`config.mk`:
```
export PLATFORM = sky130hd
export DESIGN_NAME = bounded_stable_priority_queue
export DESIGN_NICKNAME = d
export VERILOG_FILES = /design/src/rtl/bsq_pkg.sv /design/src/rtl/bsq_ctrl.sv /design/src/rtl/bsq_datapath.sv /design/src/rtl/bounded_stable_priority_queue.sv
export SDC_FILE = /design/constraint.sdc
export NUM_CORES = 2
export LEC_CHECK = 0
export BUFFER_PORTS_ARGS = -buffer_cell sky130_fd_sc_hd__buf_4
export CORE_ASPECT_RATIO = 0.6
export CORE_UTILIZATION = 50
export DETAILED_ROUTE_END_ITERATION = 10
export GPL_ROUTABILITY_DRIVEN = 0
export PLACE_DENSITY = 0.66
export SKIP_LAST_GASP = 1
export SLEW_MARGIN = 20
export SYNTH_ARGS = -nofsm -noshare
export SYNTH_HDL_FRONTEND = slang
export SYNTH_SLANG_ARGS = --single-unit
```
`constraint.sdc`:
```
create_clock -name i_clk -period 14.8 [get_ports i_clk]
set_clock_uncertainty 0.15 [all_clocks]
set_input_delay 1.48 -clock i_clk [delete_from_list [all_inputs] [get_ports i_clk]]
set_output_delay 1.48 -clock i_clk [all_outputs]
set_load 0.03 [all_outputs]
```
`src/rtl/bsq_pkg.sv`:
```
// Package for the bounded stable priority queue.
// Holds operation and status codes, field widths and the controller command type.
// No dependencies.
package bsq_pkg;

    localparam int KIND_W   = 3;
    localparam int ID_W     = 16;
    localparam int AMT_W    = 32;
    localparam int PRIO_W   = 16;
    localparam int STATUS_W = 2;
    localparam int TOTAL_W  = 48;
    localparam int COUNT_W  = 5;
    localparam int CAP_W    = 5;

    localparam logic [CAP_W-1:0] CAP_RESET = CAP_W'(16);

    // operation codes carried in the input tuser
    localparam logic [KIND_W-1:0] KIND_ENQ   = 3'd0;
    localparam logic [KIND_W-1:0] KIND_DEQ   = 3'd1;
    localparam logic [KIND_W-1:0] KIND_CLOSE = 3'd2;
    localparam logic [KIND_W-1:0] KIND_OPEN  = 3'd3;
    localparam logic [KIND_W-1:0] KIND_CLEAR = 3'd4;

    // result status codes
    localparam logic [STATUS_W-1:0] ST_DONE   = 2'd0;
    localparam logic [STATUS_W-1:0] ST_CLOSED = 2'd1;
    localparam logic [STATUS_W-1:0] ST_FULL   = 2'd2;
    localparam logic [STATUS_W-1:0] ST_EMPTY  = 2'd3;

    localparam logic [TOTAL_W-1:0] TOTAL_MAX = {TOTAL_W{1'b1}};

    typedef struct packed {
        logic load;   // capture the accepted transaction
        logic exec;   // run the captured operation and load the result
    } t_ctl_cmd;

endpackage

```
`src/rtl/bsq_ctrl.sv`:
```
// Controller of the bounded stable priority queue: handshake state machine.
// Depends on bsq_pkg for the command type.
module bsq_ctrl
    import bsq_pkg::*;
(
    input  logic     i_clk,
    input  logic     i_rst_n,
    input  logic     i_in_valid,
    output logic     o_in_ready,
    output logic     o_out_valid,
    input  logic     i_out_ready,
    output t_ctl_cmd o_cmd
);

    localparam logic [0:0] S_IDLE = 1'b0;
    localparam logic [0:0] S_EXEC = 1'b1;

    logic [0:0] r_state, n_state;
    logic       r_out_valid, n_out_valid;
    logic       out_free;

    assign out_free = !r_out_valid || i_out_ready;

    always_comb begin
        n_state     = r_state;
        o_cmd.load  = 1'b0;
        o_cmd.exec  = 1'b0;
        n_out_valid = r_out_valid && !i_out_ready;
        unique case (r_state)
            S_IDLE: begin
                if (i_in_valid) begin
                    o_cmd.load = 1'b1;
                    n_state    = S_EXEC;
                end
            end
            S_EXEC: begin
                // hold the operation until the result register can take it
                if (out_free) begin
                    o_cmd.exec  = 1'b1;
                    n_out_valid = 1'b1;
                    n_state     = S_IDLE;
                end
            end
            default: n_state = S_IDLE;
        endcase
    end

    assign o_in_ready  = (r_state == S_IDLE);
    assign o_out_valid = r_out_valid;

    always_ff @(posedge i_clk) begin
        if (!i_rst_n) begin
            r_state     <= S_IDLE;
            r_out_valid <= 1'b0;
        end else begin
            r_state     <= n_state;
            r_out_valid <= n_out_valid;
        end
    end

endmodule

```
`src/rtl/bsq_datapath.sv`:
```
// Datapath of the bounded stable priority queue: sorted cell chain, counters,
// running total and result register. Depends on bsq_pkg.
module bsq_datapath
    import bsq_pkg::*;
#(
    parameter int DEPTH = 16
)
(
    input  logic                       i_clk,
    input  logic                       i_rst_n,
    input  t_ctl_cmd                   i_cmd,
    input  logic [KIND_W-1:0]          i_kind,
    input  logic [ID_W-1:0]            i_customer_id,
    input  logic [AMT_W-1:0]           i_amount_cents,
    input  logic signed [PRIO_W-1:0]   i_priority_req,
    input  logic                       i_cfg_wr_en,
    input  logic [CAP_W-1:0]           i_cfg_wr_data,
    output logic [STATUS_W-1:0]        o_status,
    output logic [ID_W-1:0]            o_served_id,
    output logic [AMT_W-1:0]           o_served_amount,
    output logic [TOTAL_W-1:0]         o_running_total,
    output logic [COUNT_W-1:0]         o_entry_count,
    output logic                       o_is_open
);

    localparam int CW = $clog2(DEPTH + 1);
    localparam int EW = (CW > CAP_W) ? CW : CAP_W;

    // captured operation
    logic [KIND_W-1:0]        r_kind;
    logic [ID_W-1:0]          r_id_in;
    logic [AMT_W-1:0]         r_amt_in;
    logic signed [PRIO_W-1:0] r_prio_in;

    // cell chain, head in cell 0
    logic [ID_W-1:0]          r_cell_id   [DEPTH];
    logic [AMT_W-1:0]         r_cell_amt  [DEPTH];
    logic signed [PRIO_W-1:0] r_cell_prio [DEPTH];

    logic [CW-1:0]      r_held, n_held;
    logic               r_open, n_open;
    logic [TOTAL_W-1:0] r_total, n_total;
    logic [CAP_W-1:0]   r_cap;

    logic [STATUS_W-1:0] r_status, n_status;
    logic [ID_W-1:0]     r_srv_id, n_srv_id;
    logic [AMT_W-1:0]    r_srv_amt, n_srv_amt;

    logic               full, enq_do, deq_do;
    logic [TOTAL_W:0]   sum;
    logic [DEPTH-1:0]   ge;

    assign full = ({{(EW-CW){1'b0}}, r_held} >= {{(EW-CAP_W){1'b0}}, r_cap})
               || (r_held >= CW'(DEPTH));
    assign sum  = {1'b0, r_total} + (TOTAL_W+1)'(r_cell_amt[0]);

    always_comb begin
        n_held    = r_held;
        n_open    = r_open;
        n_total   = r_total;
        n_status  = ST_DONE;
        n_srv_id  = '0;
        n_srv_amt = '0;
        enq_do    = 1'b0;
        deq_do    = 1'b0;
        unique case (r_kind)
            KIND_ENQ: begin
                if (!r_open)   n_status = ST_CLOSED;
                else if (full) n_status = ST_FULL;
                else begin
                    enq_do = 1'b1;
                    n_held = r_held + CW'(1);
                end
            end
            KIND_DEQ: begin
                if (!r_open)              n_status = ST_CLOSED;
                else if (r_held == '0)    n_status = ST_EMPTY;
                else begin
                    deq_do    = 1'b1;
                    n_held    = r_held - CW'(1);
                    n_srv_id  = r_cell_id[0];
                    n_srv_amt = r_cell_amt[0];
                    n_total   = sum[TOTAL_W] ? TOTAL_MAX : sum[TOTAL_W-1:0];
                end
            end
            KIND_CLOSE: n_open = 1'b0;
            KIND_OPEN:  n_open = 1'b1;
            KIND_CLEAR: n_held = '0;
            default: ;
        endcase
    end

    // every cell compares its priority with the new one at once; the held
    // cells that keep their place form a prefix of the chain
    genvar k;
    generate
        for (k = 0; k < DEPTH; k++) begin : g_cell
            logic prev_ge;
            logic [ID_W-1:0]          up_id;
            logic [AMT_W-1:0]         up_amt;
            logic signed [PRIO_W-1:0] up_prio;
            logic [ID_W-1:0]          dn_id;
            logic [AMT_W-1:0]         dn_amt;
            logic signed [PRIO_W-1:0] dn_prio;

            assign ge[k] = (CW'(k) < r_held) && (r_cell_prio[k] >= r_prio_in);

            if (k == 0) begin : g_head
                assign prev_ge = 1'b0;
                assign up_id   = r_id_in;
                assign up_amt  = r_amt_in;
                assign up_prio = r_prio_in;
            end else begin : g_body
                assign prev_ge = ge[k-1];
                assign up_id   = r_cell_id[k-1];
                assign up_amt  = r_cell_amt[k-1];
                assign up_prio = r_cell_prio[k-1];
            end

            if (k == DEPTH - 1) begin : g_tail
                assign dn_id   = r_cell_id[k];
                assign dn_amt  = r_cell_amt[k];
                assign dn_prio = r_cell_prio[k];
            end else begin : g_inner
                assign dn_id   = r_cell_id[k+1];
                assign dn_amt  = r_cell_amt[k+1];
                assign dn_prio = r_cell_prio[k+1];
            end

            always_ff @(posedge i_clk) begin
                if (i_cmd.exec && enq_do && !ge[k]) begin
                    if (k == 0 || prev_ge) begin
                        r_cell_id[k]   <= r_id_in;
                        r_cell_amt[k]  <= r_amt_in;
                        r_cell_prio[k] <= r_prio_in;
                    end else begin
                        r_cell_id[k]   <= up_id;
                        r_cell_amt[k]  <= up_amt;
                        r_cell_prio[k] <= up_prio;
                    end
                end else if (i_cmd.exec && deq_do) begin
                    r_cell_id[k]   <= dn_id;
                    r_cell_amt[k]  <= dn_amt;
                    r_cell_prio[k] <= dn_prio;
                end
            end
        end
    endgenerate

    always_ff @(posedge i_clk) begin
        if (i_cmd.load) begin
            r_kind    <= i_kind;
            r_id_in   <= i_customer_id;
            r_amt_in  <= i_amount_cents;
            r_prio_in <= i_priority_req;
        end
        if (i_cmd.exec) begin
            r_status  <= n_status;
            r_srv_id  <= n_srv_id;
            r_srv_amt <= n_srv_amt;
        end
    end

    always_ff @(posedge i_clk) begin
        if (!i_rst_n) begin
            r_held  <= '0;
            r_open  <= 1'b1;
            r_total <= '0;
            r_cap   <= CAP_RESET;
        end else begin
            if (i_cmd.exec) begin
                r_held  <= n_held;
                r_open  <= n_open;
                r_total <= n_total;
            end
            if (i_cfg_wr_en) r_cap <= i_cfg_wr_data;
        end
    end

    assign o_status        = r_status;
    assign o_served_id     = r_srv_id;
    assign o_served_amount = r_srv_amt;
    assign o_running_total = r_total;
    assign o_entry_count   = COUNT_W'(r_held);
    assign o_is_open       = r_open;

endmodule

```
`src/rtl/bounded_stable_priority_queue.sv`:
```
// Top level of the bounded stable priority queue.
// Instantiates bsq_ctrl and bsq_datapath; depends on bsq_pkg.
//
// Usage:
//   Each input transaction on the s_axis channel carries one operation in
//   s_axis_tuser (enqueue, dequeue, close, open, clear) and the entry fields
//   in s_axis_tdata. Every transaction yields exactly one result transaction
//   on m_axis: the status code in m_axis_tuser, and the served entry, the
//   saturating running total, the entry count and the open flag in tdata.
//   Entries sit in a chain of DEPTH cells in descending priority; all cells
//   compare their priority with the new one in the same cycle, so enqueue
//   and dequeue each complete in the execute state whatever the fill level.
// Sequencing:
//   A result becomes valid once its operation has executed: after the
//   accepting edge the execute state runs the operation and loads the result
//   register as soon as the result slot is free. The controller takes a new
//   transaction only once the previous one has executed.
// Reset (i_rst_n low, synchronous): queue empty, open, total zero, capacity
//   limit 16, no result pending. Cell contents are not cleared.
// Stall: while m_axis_tready is low a pending result holds; the next input
//   is still captured, but its execution waits until the result is taken.
// Configuration: i_cfg_wr_en writes the capacity limit; write only when idle.
module bounded_stable_priority_queue
    import bsq_pkg::*;
#(
    parameter int DEPTH = 16
)
(
    input  logic                i_clk,
    input  logic                i_rst_n,
    input  logic                s_axis_tvalid,
    output logic                s_axis_tready,
    // tdata: customer_id[15:0], amount_cents[47:16], priority_req[63:48]
    input  logic [63:0]         s_axis_tdata,
    // tuser: kind[2:0]
    input  logic [KIND_W-1:0]   s_axis_tuser,
    output logic                m_axis_tvalid,
    input  logic                m_axis_tready,
    // tdata: served_id[15:0], served_amount[47:16], running_total[95:48],
    //        entry_count[100:96], is_open[101], zero[103:102]
    output logic [103:0]        m_axis_tdata,
    // tuser: status[1:0]
    output logic [STATUS_W-1:0] m_axis_tuser,
    input  logic                i_cfg_wr_en,
    input  logic [CAP_W-1:0]    i_cfg_wr_data
);

    t_ctl_cmd            cmd;
    logic [ID_W-1:0]     served_id;
    logic [AMT_W-1:0]    served_amount;
    logic [TOTAL_W-1:0]  running_total;
    logic [COUNT_W-1:0]  entry_count;
    logic                is_open;

    // handshake sequencing: capture, then execute when the result slot frees
    bsq_ctrl u_ctrl (
        .i_clk       (i_clk),
        .i_rst_n     (i_rst_n),
        .i_in_valid  (s_axis_tvalid),
        .o_in_ready  (s_axis_tready),
        .o_out_valid (m_axis_tvalid),
        .i_out_ready (m_axis_tready),
        .o_cmd       (cmd)
    );

    // cell chain, counters and result register
    bsq_datapath #(
        .DEPTH (DEPTH)
    ) u_datapath (
        .i_clk           (i_clk),
        .i_rst_n         (i_rst_n),
        .i_cmd           (cmd),
        .i_kind          (s_axis_tuser),
        .i_customer_id   (s_axis_tdata[15:0]),
        .i_amount_cents  (s_axis_tdata[47:16]),
        .i_priority_req  (s_axis_tdata[63:48]),
        .i_cfg_wr_en     (i_cfg_wr_en),
        .i_cfg_wr_data   (i_cfg_wr_data),
        .o_status        (m_axis_tuser),
        .o_served_id     (served_id),
        .o_served_amount (served_amount),
        .o_running_total (running_total),
        .o_entry_count   (entry_count),
        .o_is_open       (is_open)
    );

    // pack the result fields, lowest field first, padded to whole bytes
    assign m_axis_tdata = {2'b00, is_open, entry_count, running_total,
                           served_amount, served_id};

endmodule

```
==> out/metrics.yaml <==
hold_critical_path_depth: 1
globalRouteTotalUtil_pct: 31.7
mostFrequentLayoutCell: "edfxtp_1"
number_of_maximum_capacitance_violations: 0
synth_fa_ha_area_share_pct: 5.72
asyncSetResetFlopFracSynth_pct: 0
detail_route.drc_violations: 0
die_width_um: 455
ys.flop_type: "edfxtp_1"
total_power_mw: 7.52
placement_rows: 99
vias_per_std_cell: 6.86
maximum_vdd_drop_mv: 0.133
endpoints_failing_hold: 0
portBuffers: 182
number_of_enable_flip_flop_cells_after_synthesis: 1141
post-cts-setup-buffer-count: 0
drtIter0Drc: 7695
worstSetupPathType: "reg2reg"
yosys.area_share.xor_xnor_pct: 0.511
slew_headroom_pct: 22.8
worst_setup_slack_for_register_to_register_paths_ns: 8.09
nets: 5518
wl_um: 201000
core_area_mm2: 0.122
grt_setup_unrepaired: "false"
synth.cell_area_mm2: 0.0616
post_cts.resized_instances: 0
leakagePower_nw: 25.5
cp_data_arrival_time_ns: 7.08
yosysUniqueCellTypes: 81
critical_path.cell_chain: "inv_1 -> ha_1 -> nand2b_1 -> a31oi_1 -> o21ai_1 -> or2_1 -> clkinv_2 -> buf_4 -> o211ai_2 -> nor2_4 -> nor2_4 -> buf_4 -> a221o_1"
floorplan.die_area_mm2: 0.125
fin_setup_tns_ns: 0
drtPass1Iterations: 7
cts_num_sinks: 1202
pwr_density_cell_mw_per_mm2: 111
worst_skew_pair.late_latency_ns: 0.77
worst_ep_required_time_ns: 15.17
synthMuxAreaShare_pct: 2.14
dr_total_vias: 47173
layout.core_utilization_pct: 55.8
postCtsHoldBufs: 0
cts.path.max_buffers: 3
final_period_minus_worst_setup_slack_ns: 6.71
hpwlAfterDp_um: 130000
numCtsBuffers: 114
first_global_vias: 42501
synth_top_family_by_area: "compound AO/OA/AOI/OAI gates"
clk_pin_slew_worst_paths_ns: 0.07
synth_compound_area_share_pct: 23.0
worst_hold_path.endpoint: "u_datapath.o_running_total[41]$_SDFFE_PN0P_"
h-tree-depth: 3
worst-path-max-fanout: 43
layout.cells.most_common_list: "1141 x edfxtp_1, 672 x nand2_1, 430 x a22oi_1, 396 x a21o_1, 351 x a22o_1"
worstHoldStart: "u_datapath.o_running_total[41]$_SDFFE_PN0P_"
first_pass_grt_wire_length_um: 293000
final_cell_count_no_fill: 6873
reg2reg_to: "u_datapath.r_cell_prio[1][32]$_DFFE_PP_"
area_growth_syn_to_layout_pct: 10.4
wl_per_cell_um: 29.3
worst_slew_pin_slew_ns: 1.16
timing.final.max_slew_violations: 0
synth_cells: 5183
placed_cells_incl_taps: 6660
worst_path_max_delay_cell: "nor2_4"
synth_warn: 0
grt.overflow.total: 0
cts_tree: "yes"
fmaxAchievable_ghz: 0.149
regToRegStartpoint: "u_datapath.o_entry_count[0]$_SDFFE_PN0P_"
rr_worst_depth: 13
critPathMaxStageDelay_ns: 0.87
yosysSeqAreaShare_pct: 57.6
timing.final.ws_setup_ns: 8.09
layout-drive-gt1-share_pct: 11.0
antenna_found_initial: 3
initial_core_util_pct: 50.6
cp-start-kind: "flop"
timing.critical_path.to_type: "flop"
report.final.setup_viol: 0
cts_root_buf: "clkbuf_16"
post_synthesis_share_of_cell_area_spent_on_and_or_nand_and_nor_gates_pct: 7.82
synth_seq_cells: 1202
synth_area_per_cell_um2: 11.9
post-route-period-util_pct: 45.3
run_status: "finished, final reports clean"
die_height_um: 274
ant_nets: 0
grt_max_degree: 194
io-pin-count: 185
dpl_worst_slack_ns: 7.81
hold_class: "reg2reg"
## how the worst max path moves through the flow
stage | start | end | slack, ns | cells after the start
CTS | u_datapath.o_entry_count[0]$_SDFFE_PN0P_ | u_datapath.r_cell_prio[1][32]$_DFFE_PP_ | 8.25 | 13
global route | u_datapath.o_entry_count[0]$_SDFFE_PN0P_ | u_datapath.r_cell_prio[1][32]$_DFFE_PP_ | 7.81 | 13
finish | u_datapath.o_entry_count[0]$_SDFFE_PN0P_ | u_datapath.r_cell_prio[1][32]$_DFFE_PP_ | 8.09 | 13
floorplan | m_axis_tready | u_datapath.r_cell_amt[0][160]$_DFFE_PP_ | 7.15 | 6
detailed placement | m_axis_tready | u_datapath.r_cell_prio[1][32]$_DFFE_PP_ | 7.81 | 12
global placement | m_axis_tready | u_datapath.r_cell_prio[1][32]$_DFFE_PP_ | 7.93 | 12
## final cells by class
type,instances,area [um^2]
repair buffers,278,2120
inverters,49,185
multi-input cells,3515,24500
clock buffers,147,3100
flip-flops and latches,1202,35500
clock inverters,63,641
well taps,1616,2020
diodes,3,7.51
fillers,10114,53800
## layer usage
layer / wire length, um / up-vias / track usage [%]
met5: 54 / - / 0.267
met4: 4590 / 2 / 7.70
met3: 32700 / 229 / 10.2
met2: 74900 / 3442 / 39.5
met1: 88900 / 23281 / 51.4
li1: - / 20219 / -
## through the flow
stage	hold slack, ns	cell area (um^2)
after floorplan	0.309	61600
after global placement	0.308	64300
after detailed placement	0.324	64300
after CTS	0.340	68000
after global routing	0.359	68000
final	0.338	68000
## state kept, by name (all words and copies together), names as in the netlist, 16 cells and up
name                        count
u_datapath.g_cell.up_prio      16
u_datapath.r_cell_amt         512
u_datapath.o_running_total     48
u_datapath.g_cell.up_id        16
u_datapath.r_cell_id          256
u_datapath.o_served_id         16
u_datapath.g_cell.up_amt       32
u_datapath.r_cell_prio        256
u_datapath.o_served_amount     32
## worst max-delay path, delay by kind of cell (launching register included)
kind                     cells  cell delay, ns
AND/OR/NAND/NOR              4            1.95
adder cells (fa/ha/maj)      1            0.33
AO/OA/AOI/OAI                4            1.17
flip-flops                   1            0.78
buffers and inverters        4            2.00
## where the power goes
part           internal (mW)  leakage (nW)  total, mW  switching (mW)
Sequential              3.83          10.8       3.93           0.102
Combinational          0.211          12.9      0.552           0.341
Clock                   1.66          1.81       3.04            1.38
Total                   5.70          25.5       7.52            1.82
## cell usage after synthesis, types with 27 or more instances
cell      number  area, um^2
nor2_1       125         469
o21ai_0      300        1500
buf_2        150         751
a21o_1       396        2970
inv_1         33         124
nand3_1       40         200
o31ai_1      107         803
dfxtp_1       61        1220
edfxtp_1    1141       34300
a22oi_1      430        3230
a21oi_1      129         646
ha_1         280        3500
mux2_2        64         721
clkbuf_1     233         875
a22o_1       351        3070
nand2_1      682        2560
nand4_1       50         313
a31oi_1      102         638
mux2i_1       60         601
nor3_1        27         135
and2_1        58         363
## cells by family (layout without fill, tap and decap cells)
logic type,count (synthesis),in the layout
fa+ha+maj,281,281
xor+xnor,36,36
simple gates,1094,1094
buf+inv,467,537
mux,124,124
other cells,1,5
flops,1202,1202
compound gates,1978,1978
Power figures use the tool's default switching activity.
